`src/design/ipf_pkg.sv`:
```
// Package for the integer printf formatter: constants, codes and types.
// No dependencies.
package ipf_pkg;
  localparam int MAX_FIELD = 48;
  localparam int VAL_W = 64;
  localparam int CNT_W = $clog2(MAX_FIELD + 3);
  localparam int NDIG_W = 5;
  localparam int DIG_MAX = 24;

  localparam logic [2:0] CONV_D = 3'd0;
  localparam logic [2:0] CONV_I = 3'd1;
  localparam logic [2:0] CONV_O = 3'd2;
  localparam logic [2:0] CONV_U = 3'd3;
  localparam logic [2:0] CONV_X = 3'd4;
  localparam logic [2:0] CONV_XU = 3'd5;

  localparam logic [1:0] LEN_INT = 2'd0;
  localparam logic [1:0] LEN_H = 2'd1;

  localparam logic [2:0] REG_CONV = 3'd0;
  localparam logic [2:0] REG_LEN = 3'd1;
  localparam logic [2:0] REG_FLAGS = 3'd2;
  localparam logic [2:0] REG_WIDTH = 3'd3;
  localparam logic [2:0] REG_PREC = 3'd4;
  localparam logic [2:0] REG_PGIVEN = 3'd5;

  localparam int FL_MINUS = 0;
  localparam int FL_PLUS = 1;
  localparam int FL_SPACE = 2;
  localparam int FL_SHARP = 3;
  localparam int FL_ZERO = 4;

  typedef struct packed {
    logic [2:0] conversion;
    logic [1:0] length_modifier;
    logic [4:0] format_flags;
    logic [5:0] field_width;
    logic [5:0] precision;
    logic       precision_given;
  } cfg_t;

  function automatic logic [7:0] digit_char(input logic [3:0] d, input logic upper);
    logic [7:0] c;
    if (d < 4'd10) c = 8'h30 + {4'd0, d};
    else if (upper) c = 8'h37 + {4'd0, d};
    else c = 8'h57 + {4'd0, d};
    return c;
  endfunction
endpackage

```
`src/design/ipf_divider.sv`:
```
// Bit-serial divider: divides a 64-bit magnitude by a small radix, one bit a cycle.
// Depends on ipf_pkg.
module ipf_divider import ipf_pkg::*; (
  input  logic             clk,
  input  logic             rst,
  input  logic             start,
  input  logic [VAL_W-1:0] dividend,
  input  logic [4:0]       radix,
  output logic             done,
  output logic [VAL_W-1:0] quotient,
  output logic [3:0]       remainder
);
  logic [VAL_W-1:0] quo;
  logic [4:0]       rem;
  logic [6:0]       cnt;
  logic             running;
  logic [5:0]       trial;

  assign trial = {rem, quo[VAL_W-1]};

  // restoring division, one dividend bit per cycle
  always_ff @(posedge clk) begin
    if (rst) begin
      running <= 1'b0;
      done <= 1'b0;
      cnt <= '0;
    end else begin
      done <= 1'b0;
      if (start) begin
        running <= 1'b1;
        quo <= dividend;
        rem <= '0;
        cnt <= 7'(VAL_W);
      end else if (running) begin
        if (trial >= {1'b0, radix}) begin
          rem <= 5'(trial - {1'b0, radix});
          quo <= {quo[VAL_W-2:0], 1'b1};
        end else begin
          rem <= trial[4:0];
          quo <= {quo[VAL_W-2:0], 1'b0};
        end
        cnt <= cnt - 7'd1;
        if (cnt == 7'd1) begin
          running <= 1'b0;
          done <= 1'b1;
        end
      end
    end
  end

  assign quotient = quo;
  assign remainder = rem[3:0];
endmodule

```
`src/design/integer_printf_formatter_core.sv`:
```
// Integer printf formatter top level: config registers, digit sequencer, char emitter.
// Depends on ipf_pkg and ipf_divider.
// Digits: hex/octal come from shifts, decimal from the bit-serial divider; the text
// then goes out at one character per cycle.
// Throughput: one value at a time; busy is high from acceptance to the last strobe.
// Reset: synchronous, registers return to their reset values, no output pending.
module integer_printf_formatter_core import ipf_pkg::*; (
  input  logic             clk,
  input  logic             rst,
  input  logic             start,
  output logic             busy,
  input  logic [VAL_W-1:0] value,
  input  logic             cfg_valid,
  output logic             cfg_ready,
  input  logic [2:0]       cfg_index,
  input  logic [5:0]       cfg_data,
  output logic             strobe,
  output logic [7:0]       out_char,
  output logic             is_empty,
  output logic             is_last
);
  localparam logic [2:0] S_IDLE = 3'd0;
  localparam logic [2:0] S_DIG = 3'd1;
  localparam logic [2:0] S_WAIT = 3'd2;
  localparam logic [2:0] S_PLAN = 3'd3;
  localparam logic [2:0] S_EMIT = 3'd4;

  cfg_t cfg;
  logic [2:0] state;
  logic [2:0] kind;
  logic is_sgn, upper, minus, zero_pad;
  logic [4:0] radix;
  logic [VAL_W-1:0] mag, mask, v, sbit;
  logic [VAL_W-1:0] quo;
  logic [7:0] digs [DIG_MAX];
  logic [NDIG_W-1:0] ndig;
  logic mag_zero;
  logic [1:0] plen;
  logic [7:0] pre0, pre1;
  logic [CNT_W-1:0] pad, zeros, pos, total;
  logic [NDIG_W-1:0] dpos;
  logic [CNT_W-1:0] prec, wid;
  logic div_start, div_done;
  logic [VAL_W-1:0] div_q;
  logic [3:0] div_r;

  assign cfg_ready = 1'b1;
  assign busy = (state != S_IDLE);

  // register writes
  always_ff @(posedge clk) begin
    if (rst) begin
      cfg <= '{conversion: 3'd0, length_modifier: 2'd0, format_flags: 5'd0,
               field_width: 6'd0, precision: 6'd1, precision_given: 1'b0};
    end else if (cfg_valid) begin
      case (cfg_index)
        REG_CONV: cfg.conversion <= cfg_data[2:0];
        REG_LEN: cfg.length_modifier <= cfg_data[1:0];
        REG_FLAGS: cfg.format_flags <= cfg_data[4:0];
        REG_WIDTH: cfg.field_width <= cfg_data;
        REG_PREC: cfg.precision <= cfg_data;
        REG_PGIVEN: cfg.precision_given <= cfg_data[0];
        default: ;
      endcase
    end
  end

  // decoded format
  always_comb begin
    kind = (cfg.conversion <= CONV_XU) ? cfg.conversion : CONV_U;
    is_sgn = (kind == CONV_D) || (kind == CONV_I);
    radix = (kind == CONV_O) ? 5'd8 : ((kind >= CONV_X) ? 5'd16 : 5'd10);
    upper = (kind == CONV_XU);
    minus = cfg.format_flags[FL_MINUS];
    zero_pad = cfg.format_flags[FL_ZERO] && !minus && !cfg.precision_given;
    prec = cfg.precision_given ?
           ((cfg.precision > 6'(MAX_FIELD)) ? CNT_W'(MAX_FIELD) : CNT_W'(cfg.precision))
           : CNT_W'(1);
    wid = (cfg.field_width > 6'(MAX_FIELD)) ? CNT_W'(MAX_FIELD) : CNT_W'(cfg.field_width);
    case (cfg.length_modifier)
      LEN_INT: begin mask = 64'hFFFF_FFFF; sbit = 64'h8000_0000; end
      LEN_H: begin mask = 64'hFFFF; sbit = 64'h8000; end
      default: begin mask = '1; sbit = 64'h8000_0000_0000_0000; end
    endcase
    v = value & mask;
  end

  ipf_divider u_div (
    .clk(clk), .rst(rst), .start(div_start), .dividend(quo), .radix(radix),
    .done(div_done), .quotient(div_q), .remainder(div_r)
  );

  // digit source: shifts for power-of-two radix (one digit per cycle), divider for decimal
  logic [3:0] fast_dig;
  logic [VAL_W-1:0] fast_q;
  always_comb begin
    if (radix == 5'd16) begin
      fast_dig = quo[3:0];
      fast_q = quo >> 4;
    end else begin
      fast_dig = {1'b0, quo[2:0]};
      fast_q = quo >> 3;
    end
  end

  logic [CNT_W-1:0] len_c, zeros_c, pad_c;
  logic lead_zero;
  always_comb begin
    zeros_c = (prec > CNT_W'(ndig)) ? prec - CNT_W'(ndig) : '0;
    lead_zero = (zeros_c != 0) || ((ndig != 0) && mag_zero);
    if (cfg.format_flags[FL_SHARP] && (kind == CONV_O) && !lead_zero)
      zeros_c = zeros_c + CNT_W'(1);
    len_c = CNT_W'(plen) + zeros_c + CNT_W'(ndig);
    pad_c = (wid > len_c) ? wid - len_c : '0;
  end

  // sequencer
  always_ff @(posedge clk) begin
    if (rst) begin
      state <= S_IDLE;
      strobe <= 1'b0;
      div_start <= 1'b0;
    end else begin
      strobe <= 1'b0;
      div_start <= 1'b0;
      case (state)
        S_IDLE: if (start) begin
          if (is_sgn && ((v & sbit) != 0)) begin
            mag <= (~v + 64'd1) & mask;
            quo <= (~v + 64'd1) & mask;
            plen <= 2'd1; pre0 <= "-";
          end else begin
            mag <= v;
            quo <= v;
            plen <= 2'd0;
            if (is_sgn && cfg.format_flags[FL_PLUS]) begin plen <= 2'd1; pre0 <= "+"; end
            else if (is_sgn && cfg.format_flags[FL_SPACE]) begin
              plen <= 2'd1; pre0 <= " ";
            end else if (!is_sgn && cfg.format_flags[FL_SHARP] && radix == 5'd16 && v != 0)
            begin
              plen <= 2'd2; pre0 <= "0"; pre1 <= upper ? "X" : "x";
            end
          end
          mag_zero <= (v & mask) == 0;
          ndig <= '0;
          state <= S_DIG;
        end
        S_DIG: begin
          if ((mag == 0 && prec == 0) || ndig == NDIG_W'(DIG_MAX)) state <= S_PLAN;
          else if (radix == 5'd10) begin
            div_start <= 1'b1;
            state <= S_WAIT;
          end else begin
            digs[ndig] <= digit_char(fast_dig, upper);
            ndig <= ndig + NDIG_W'(1);
            quo <= fast_q;
            if (fast_q == 0) state <= S_PLAN;
          end
        end
        S_WAIT: if (div_done) begin
          digs[ndig] <= digit_char(div_r, upper);
          ndig <= ndig + NDIG_W'(1);
          quo <= div_q;
          state <= (div_q == 0) ? S_PLAN : S_DIG;
        end
        S_PLAN: begin
          zeros <= zero_pad ? zeros_c + pad_c : zeros_c;
          pad <= zero_pad ? '0 : pad_c;
          total <= zero_pad ? len_c + pad_c : len_c + pad_c;
          pos <= '0;
          dpos <= ndig;
          state <= S_EMIT;
        end
        S_EMIT: begin
          strobe <= 1'b1;
          is_empty <= (total == 0);
          is_last <= (total == 0) || (pos + CNT_W'(1) == total);
          if (total == 0) out_char <= 8'd0;
          else if (!minus && pos < pad) out_char <= " ";
          else if (pos < (minus ? '0 : pad) + CNT_W'(plen))
            out_char <= (pos == (minus ? '0 : pad)) ? pre0 : pre1;
          else if (pos < (minus ? '0 : pad) + CNT_W'(plen) + zeros) out_char <= "0";
          else if (dpos != 0) begin
            out_char <= digs[dpos - NDIG_W'(1)];
            dpos <= dpos - NDIG_W'(1);
          end else out_char <= " ";
          pos <= pos + CNT_W'(1);
          if ((total == 0) || (pos + CNT_W'(1) == total)) state <= S_IDLE;
        end
        default: state <= S_IDLE;
      endcase
    end
  end
endmodule

```
`config.mk`:
```
export PLATFORM = sky130hd
export DESIGN_NAME = integer_printf_formatter_core
export DESIGN_NICKNAME = d
export VERILOG_FILES = /design/src/design/ipf_pkg.sv /design/src/design/ipf_divider.sv /design/src/design/integer_printf_formatter_core.sv
export SDC_FILE = /design/constraint.sdc
export NUM_CORES = 1
export LEC_CHECK = 0
export ABC_AREA = 1
export BUFFER_PORTS_ARGS = -buffer_cell sky130_fd_sc_hd__buf_4
export CAP_MARGIN = 25
export CORE_MARGIN = 4
export CORE_UTILIZATION = 43
export CTS_CLUSTER_DIAMETER = 80
export DETAILED_ROUTE_END_ITERATION = 8
export GPL_ROUTABILITY_DRIVEN = 0
export PLACE_DENSITY_LB_ADDON = 0.08
export RECOVER_POWER = 25
export SYNTH_ARGS = -nofsm -noshare
export SYNTH_HDL_FRONTEND = slang
export SYNTH_SLANG_ARGS = --single-unit
```
`constraint.sdc`:
```
create_clock -name clk -period 12.5 [get_ports clk]
set_input_delay 2.5 -clock clk [delete_from_list [all_inputs] [get_ports clk]]
set_output_delay 2.5 -clock clk [all_outputs]
set_load 0.01 [all_outputs]
```
# == Word-level counts from Yosys, hierarchy flattened ==
# Memories as Yosys holds them, arrays and structs flattened.
# Cells that the tools add are included.
# totals
reg_bits,294
ramBits,192
in_bits,77
output_inout_bits,13
wordCells,257
mem_count,1
# memory_table
memory,words,word_bits,rd,rd_ports_with_merged_regs,wr,line_no,rtl
digs,24,8,1,0,1,integer_printf_formatter_core.sv:35,logic [7:0] digs [DIG_MAX];
# classes
addsub,21
n_lt_le_gt_ge,12
eq_ne,30
n_mux,85
bitwise_logic,12
reduce_logical,63
# ops
cell,count
64-bit two-way mux,7
64-bit AND,4
64-bit zero test,4
64-bit case mux with 2 select lines,2
64-bit case mux with 3 select lines,1
8-bit two-way mux,16
64-bit nonzero test,2
5-bit two-way mux,14
"64-bit by 1-bit adder with 64-bit output, second input constant",1
64-bit inverter,1
61-bit two-way mux,1
6-bit two-way mux,10
"6-bit by 4-bit adder with 7-bit output, first input constant",4
3-bit two-way mux,8
2-bit AND reduction,10
6-bit adder,3
6-bit < comparator,3
"2-bit inequality test, second input constant",9
"7-bit by 4-bit adder with 8-bit output, first input constant",2
1-bit two-way mux,16
"3-bit by 2-bit == test with 1-bit output, second input constant",5
3-bit case mux with 5 select lines,1
5-bit case mux with 3 select lines,1
7-bit two-way mux,2
49 further kinds,96

# == Depth between registers and ports, before layout ==
# Gate-level depths: netlist of run 1.
# depth
ltp_word,16
mapped_depth,46

# == Cells and area by module ==
# A second synthesis of run 1 with hierarchy kept.
# hier_totals
hier_cells,3008
area_unflattened_um2,25747.2
# by_module_without_submodules
mod,n_inst,cells_per_inst,area_per_inst_um2,seq_area_each_um2
integer_printf_formatter_core,1,2613,22107.5,10980.5
ipf_divider,1,395,3639.7,2252.2

# == Least setup slack after synthesis of run 1 ==
# OpenSTA, ideal clock, no wires.
# synth_timing
kind,input -> register
from,input port rst
to,"register pre0[0], enable pin"
t_arrival_ns,8.109
t_required_ns,12.151
setup_slack_ns,4.042
cell_stages,4
path_buffers,1
path_cell_list,clkbuf_1 > nor3_1 > inv_1 > a21oi_1
# synth_between
elab_chain_len,2
# synth_lines
item,line_no,rtl
start: declaration,integer_printf_formatter_core.sv:9,"input logic rst,"
1-bit inverter (no line),n/a,
4-bit AND reduction (no line),n/a,
end signal: assignment,integer_printf_formatter_core.sv:131,"plen <= 2'd1; pre0 <= ""-"";"
end signal: assignment,integer_printf_formatter_core.sv:136,"if (is_sgn && cfg.format_flags[FL_PLUS]) begin plen <= 2'd1; pre0 <= ""+""; end"
end signal: assignment,integer_printf_formatter_core.sv:138,"plen <= 2'd1; pre0 <= "" "";"
end: declaration,integer_printf_formatter_core.sv:39,"logic [7:0] pre0, pre1;"
# Every way passes these cells.
# A chain may end at the register's enable or synchronous reset.

# == Final worst setup path of run 1 ==
# layout_timing
from,register dpos[0]
to,register out_char[5] (data pin)
# layout_between
elab_chain_len,6
# layout_lines
item,line_no,rtl
start: declaration,integer_printf_formatter_core.sv:41,logic [NDIG_W-1:0] dpos;
start signal: assignment,integer_printf_formatter_core.sv:171,dpos <= ndig;
start signal: assignment,integer_printf_formatter_core.sv:185,dpos <= dpos - NDIG_W'(1);
5-bit by 1-bit subtractor with 5-bit output,integer_printf_formatter_core.sv:184,out_char <= digs[dpos - NDIG_W'(1)];
memory 24 x 8 bit,n/a,
8-bit two-way mux *,integer_printf_formatter_core.sv:183,else if (dpos != 0) begin
8-bit two-way mux *,integer_printf_formatter_core.sv:182,"else if (pos < (minus ? '0 : pad) + CNT_W'(plen) + zeros) out_char <= ""0"";"
8-bit two-way mux *,integer_printf_formatter_core.sv:180,else if (pos < (minus ? '0 : pad) + CNT_W'(plen))
6-bit two-way mux *,integer_printf_formatter_core.sv:179,"else if (!minus && pos < pad) out_char <= "" "";"
end signal: assignment,integer_printf_formatter_core.sv:179,
end signal: assignment,integer_printf_formatter_core.sv:181,out_char <= (pos == (minus ? '0 : pad)) ? pre0 : pre1;
end signal: assignment,integer_printf_formatter_core.sv:182,
end: declaration,integer_printf_formatter_core.sv:18,"output logic [7:0] out_char,"
# Every way passes the cells marked *; elsewhere a longest branch is shown, timed or not.

==> reports/metrics.yaml, run 1 <==
critical_path:
  arrival_ps: 9280
  slowest_stage: "clkbuf_1"
  reg2reg_from: "dpos[0]$_DFFE_PP_"
  cp_max_fo: 88
  crit_family: "buffers and inverters"
  reg2reg_setup_slack_ps: 3680
  crit_buf_inv: 5
  crit_type: "flop to flop"
  reg2regPathDepth: 14
  crit_chain: "clkbuf_1 > clkinv_1 > clkbuf_1 > ha_1 > xnor2_1 > clkbuf_1 > inv_1 > o211ai_1 > nand3_1 > nand2_1 > nand2_1 > nand3_1 > o21ai_0 > a21oi_1"
  crit_required_ps: 12960
  worstSetupStartpointType: "flop"
  slowest_delay_ps: 2770
  end_kind: "flop"
  critical_path.most_common_cell: "clkbuf_1"
  reg2reg_to: "out_char[5]$_SDFFCE_PP0P_"
final_layout:
  utilization: 0.487
  nets: 3135
  drive_above_1_share: 0.0812
  antennaDiodeCount: 0
  area_delta_synth_final_pct: 11.6
  fill_cells: 5687
  layout.cells.non_filler: 3784
  design_area_um2: 28200
pwr:
  p_switching_mw: 1.89
  total_power_mw: 5.21
  combPwrFrac: 0.312
  seq_power_share: 0.410
  p_leak_nw: 11.7
  ir_drop_mv: 0.128
  internal_power_mw: 3.31
  switching_share: 0.364
  p_clk_frac: 0.278
  power.density_nw_per_um2: 185
synth:
  synthTopCellsByArea: "edfxtp_1, nand2_1, nor2_1"
  synth-edff-count: 416
  synth_area_um2: 25300
  ys_async_sr_fraction: 0
  ys_seq_area_frac: 0.523
  yosys.area.top_type: "edfxtp_1"
  syn_inst: 2923
  ys.flop_type: "edfxtp_1"
  postSynthAreaPerCell_um2: 8.65
  yosysMostFrequentCell: "nand2_1"
  synth.distinct_cells: 59
  yosys.area.top_type_share: 0.494
  ys_top_cells_by_count: "nand2_1, edfxtp_1, nor2_1, inv_1, o21ai_0"
  yosys_warnings: 0
  ys_ff_latch: 453
  synth_nets: 3078
detailed_routing:
  dr.pass1.iters: 6
  wl_per_cell_um: 20.5
  viasPerCell: 5.47
  initialDrtViolationCount: 1852
  wl_mm: 77.7
  drcViolationCount: 0
  antenna_left: 0
  vias: 20700
outcome:
  status: "complete, but fails checks"
  failed_checks: "capacitance limit, slew limit"
sta:
  worst_slack_ps: 3680
  tightestPinTransition_ps: 4370
  finalWorstPathRequiredPeriod_ps: 8820
  final_hold_viol_count: 0
  fin_setup_tns_ps: 0
  rsz0062_at_grt: "false"
  relSlewSlack: -1.91
  period_share: 0.706
  max_freq_mhz: 113
  hold_slack_ps: 486
  drv_slew: 610
  setup_viol_count_final: 0
  clock_skew_ps: 44.9
cts:
  numCtsBuffers: 50
  post-cts-setup-buffers: 0
  clk_root_buffer_cell: "clkbuf_16"
  clk_pin_slew_ps: 60
  clock_sinks: 453
  cts-resized-gates: 0
  insertion_delay_ps: 620
  tritoncts: "done"
  htree_levels: 2
  cts_hold_buf: 0
  cts_buffer_depth: 3
placement:
  dp_slack_ps: 5040
  port_buffers: 87
  hpwl_mm: 55.4
  place_area_um2: 26600
  dp_cells: 3690
grt:
  grt.total_usage: 0.240
  grt_pass1_vias: 19900
  grt_max_degree: 97
  antenna_found_initial: 0
  grt_pass1_wl_mm: 118
  grt_overflow_total: 0
min_path:
  whs_path_depth: 2
  worstHoldPathType: "flop to flop"
  hp-start: "cfg[9]$_SDFFE_PP0P_"
  holdPathEnd: "cfg[9]$_SDFFE_PP0P_"
floorplan:
  ios: 90
  die_x_um: 250
  dieHeight_um: 250
  row_count: 88
  dieArea_um2: 62700
  initial_core_util: 0.436
  core_um2: 57900
flow_run:
  drv_cap: 9
layout by cell type (no fill, tap or decap), types with 13 or more instances in the layout:
master	synthesis	final
clkbuf_16	0	51
dfxtp_1	37	36
inv_1	309	309
a22oi_1	37	37
edfxtp_1	416	416
nand3_1	160	160
nand4_1	53	53
nor3_1	24	23
nor2_1	331	329
nand2_1	759	760
clkbuf_1	61	24
xnor2_1	15	15
o21ai_0	225	222
and3_1	16	15
buf_4	3	99
xor2_1	37	37
a21oi_1	126	124
clkinv_1	4	13
o221ai_1	20	20
ha_1	69	69
o211ai_1	20	21
nor2_2	13	14
cells by family (layout without fill, tap and decap cells):
kind of cell	Yosys count	in the layout	share of synthesized area
AO/OA/AOI/OAI	498	498	0.116
XOR/XNOR	52	52	0.0180
adder cells (fa/ha/maj)	78	78	0.0413
buffers and inverters	431	527	0.0670
flip-flops	453	453	0.523
other	2	2	0.000297
AND/OR/NAND/NOR	1409	1409	0.234
metal layers:
| metal | GRT usage | vias up | part of all wire |
|---|---|---|---|
| met5 | 0 | - | 0 |
| met4 | 0.0819 | 0 | 0.035 |
| met2 | 0.422 | 656 | 0.50 |
| li1 | - | 10000 | - |
| met3 | 0.0224 | 130 | 0.050 |
| met1 | 0.312 | 9897 | 0.42 |
sequential cells by signal, indices dropped and copies added, names as in the netlist, 2 cells and up:
name and cells:
mag 64, state 3, pad 6, quo 64, pre0 4, plen 2, digs 168, pos 6
total 6, u_div.cnt 7, cfg 23, u_div.quotient 64, u_div.rem 5, ndig 5, out_char 7, zeros 6
dpos 5
worst register-to-register path, cell delays in order (launching register included):
cell      delay, ps
edfxtp_1        320
clkbuf_1       2770
clkinv_1        310
clkbuf_1       1580
ha_1            900
xnor2_1         150
clkbuf_1        900
inv_1           730
o211ai_1        280
nand3_1         140
nand2_1         150
nand2_1          70
nand3_1         110
o21ai_0         110
a21oi_1         140
layout make-up:
class,instances,area [um^2],share of cell area
Sequential cell,453,13200,0.469
Multi-Input combinational cell,2039,10400,0.368
Clock buffer,64,1350,0.0479
Inverter,320,1200,0.0427
Tap cell,765,957,0.0339
Timing Repair Buffer,116,832,0.0295
Clock inverter,27,254,0.00900
power by group through the flow:
stage	logic [mW]	clock network, mW	registers (mW)
3_3_place_gp	1.57	0	2.15
4_1_cts	1.60	1.47	2.13
6_report	1.62	1.45	2.13
3_5_place_dp	1.59	0	2.16
5_1_grt	1.81	1.54	2.15
2_1_floorplan	1.09	0	2.12
worst max-delay path by stage:
| stage | start | end | slack [ps] | depth (start not counted) |
|---|---|---|---|---|
| 4_1_cts | cfg[6]$_SDFFE_PP0P_ | total[5]$_DFFE_PP_ | 5010 | 41 |
| 2_1_floorplan | rst | pre0[0]$_SDFFCE_PP1P_ | 4040 | 4 |
| 3_5_place_dp | ndig[3]$_SDFFCE_PP0P_ | total[5]$_DFFE_PP_ | 5040 | 40 |
| 5_1_grt | dpos[0]$_DFFE_PP_ | out_char[5]$_SDFFCE_PP0P_ | 2940 | 14 |
| 3_3_place_gp | cfg[6]$_SDFFE_PP0P_ | total[5]$_DFFE_PP_ | 5410 | 41 |
| 6_report | dpos[0]$_DFFE_PP_ | out_char[5]$_SDFFCE_PP0P_ | 3680 | 14 |
No activity file was read; power rests on OpenSTA's default activity.
==> run 2: changes to the inputs <==
Clock period 12.5 ns to 7.7 ns, I/O delays scaled along.
==> reports/metrics.yaml, run 2 (synthesis gave the netlist of run 1 again) <==
outcome:
  status: "complete, but fails checks"
  failed_checks: "capacitance limit, slew limit"
critical_path:
  end_kind: "flop"
  arrival_ps: 7620  # -1660 ps
  crit_required_ps: 8080  # -4880 ps
  critical_path.most_common_cell: "nand2_1"
  crit_type: "flop to flop"
  crit_buf_inv: 5  # unchanged
  worstSetupStartpointType: "flop"
  crit_family: "adder cells"
  slowest_stage: "edfxtp_1"
  cp_max_fo: 9  # -90%
  slowest_delay_ps: 460  # -2310 ps
sta:
  final_hold_viol_count: 0  # unchanged
  period_share: 0.940  # +0.234
  setup_viol_count_final: 0  # unchanged
  rsz0062_at_grt: "false"
  clock_skew_ps: 48.0  # +3.08 ps
  relSlewSlack: -1.69  # +0.226
  max_freq_mhz: 138  # +22%
  drv_slew: 429  # -30%
  fin_setup_tns_ps: 0  # unchanged
  tightestPinTransition_ps: 4030  # -339 ps
  finalWorstPathRequiredPeriod_ps: 7240  # -1590 ps
grt:
  antenna_found_initial: 0  # unchanged
  grt_max_degree: 97  # unchanged
  grt_pass1_wl_mm: 117  # -0.79%
  grt.total_usage: 0.239  # -0.000877
  grt_pass1_vias: 19700  # -0.92%
  grt_overflow_total: 0  # unchanged
final_layout:
  largest_reg_flops: 168  # unchanged
  regMostFlops: "digs"
  nets: 3136  # +0.032%
  final_common_cell: "nand2_1"
  mostFrequentLayoutCells: "nand2_1, edfxtp_1, nor2_1"
  design_area_um2: 28300  # +0.24%
  drive_above_1_share: 0.0840  # +0.00287
  area_delta_synth_final_pct: 11.9
  antennaDiodeCount: 0  # unchanged
floorplan:
  row_count: 88  # unchanged
  dieHeight_um: 250  # unchanged
  die_x_um: 250  # unchanged
  ios: 90  # unchanged
  core_um2: 57900  # unchanged
  initial_core_util: 0.436  # unchanged
  dieArea_um2: 62700  # unchanged
placement:
  port_buffers: 87  # unchanged
  place_area_um2: 26700  # +0.14%
  hpwl_mm: 55.6  # +0.50%
pwr:
  ir_drop_mv: 0.188  # +47%
  power.density_nw_per_um2: 300  # +63%
  p_leak_nw: 11.7  # +0.15%
  total_power_mw: 8.50  # +63%
cts:
  tritoncts: "done"
  cts-resized-gates: 0  # unchanged
  clock_sinks: 453  # unchanged
  cts_hold_buf: 0  # unchanged
  numCtsBuffers: 51  # +2.0%
  insertion_delay_ps: 630  # about the same
  cts_buffer_depth: 3  # unchanged
  htree_levels: 2  # unchanged
  clk_root_buffer_cell: "clkbuf_16"
  clk_pin_slew_ps: 60  # about the same
  post-cts-setup-buffers: 0  # unchanged
detailed_routing:
  dr.pass1.iters: 5  # -1
  vias: 20600  # -0.29%
  wl_per_cell_um: 20.4  # -0.54%
  antenna_left: 0  # unchanged
  drcViolationCount: 0  # unchanged
  initialDrtViolationCount: 1862  # +0.54%
  wl_mm: 77.3  # -0.44%
  viasPerCell: 5.45  # -0.40%
min_path:
  worstHoldPathType: "flop to flop"
flow_run:
  drv_cap: 6  # -3
[run 2: changes by cell type in the layout (fill, tap and decap cells not counted), moves of 2 or more]
cell	before	now
clkinv_2	9	13
inv_2	5	9
buf_4	99	93
nor2_2	14	17
nor2_1	329	326
clkbuf_4	2	0
nor3_1	23	21
clkbuf_1	24	28
[run 2: final timing paths]
kind | from | end | slack, ps | cells after the start
min | cfg[7]$_SDFFE_PP0P_ | cfg[7]$_SDFFE_PP0P_ | 470 | 2
max reg2reg | ndig[3]$_SDFFCE_PP0P_ | total[5]$_DFFE_PP_ | 460 | 40
min reg2reg | cfg[7]$_SDFFE_PP0P_ | cfg[7]$_SDFFE_PP0P_ | 470 | 2
max | ndig[3]$_SDFFCE_PP0P_ | total[5]$_DFFE_PP_ | 460 | 40
[run 2: metal layers]
layer	GRT usage	vias up	part of all wire
met5	0	-	0
met4	0.0903	0	0.039
met3	0.0221	137	0.045
met2	0.419	582	0.49
met1	0.308	9901	0.42
li1	-	10000	-
[run 2: power by group]
| part | switching (mW) | total (mW) | internal, mW |
|---|---|---|---|
| Sequential | 0.206 | 3.45 | 3.25 |
| Combinational | 1.86 | 2.68 | 0.819 |
| Clock | 1.04 | 2.36 | 1.32 |
| Total | 3.11 | 8.50 | 5.39 |
[run 2: area by class of cell]
class | count | area (um^2)
clock buffers | 61 | 1340
clock inverters | 34 | 293
fillers | 5657 | 29600
inverters | 320 | 1200
multi-input cells | 2039 | 10400
flip-flops and latches | 453 | 13200
well taps | 765 | 957
repair buffers | 116 | 832
[run 2: metrics by stage]
stage           util  instances  hold slack, ps  worst slack (ps)
6_report       0.488       3788             474               462
5_1_grt        0.488       3788             505              45.3
4_1_cts        0.489       3787             471               105
3_5_place_dp   0.460       3692             460               115
3_3_place_gp   0.460       3690             457               519
2_1_floorplan      -       2923             433               202
[run 2: worst min-delay path, stage by stage, from the launching register on]
cell,delay [ps]
dfxtp_1,320
inv_1,60
a21oi_1,50
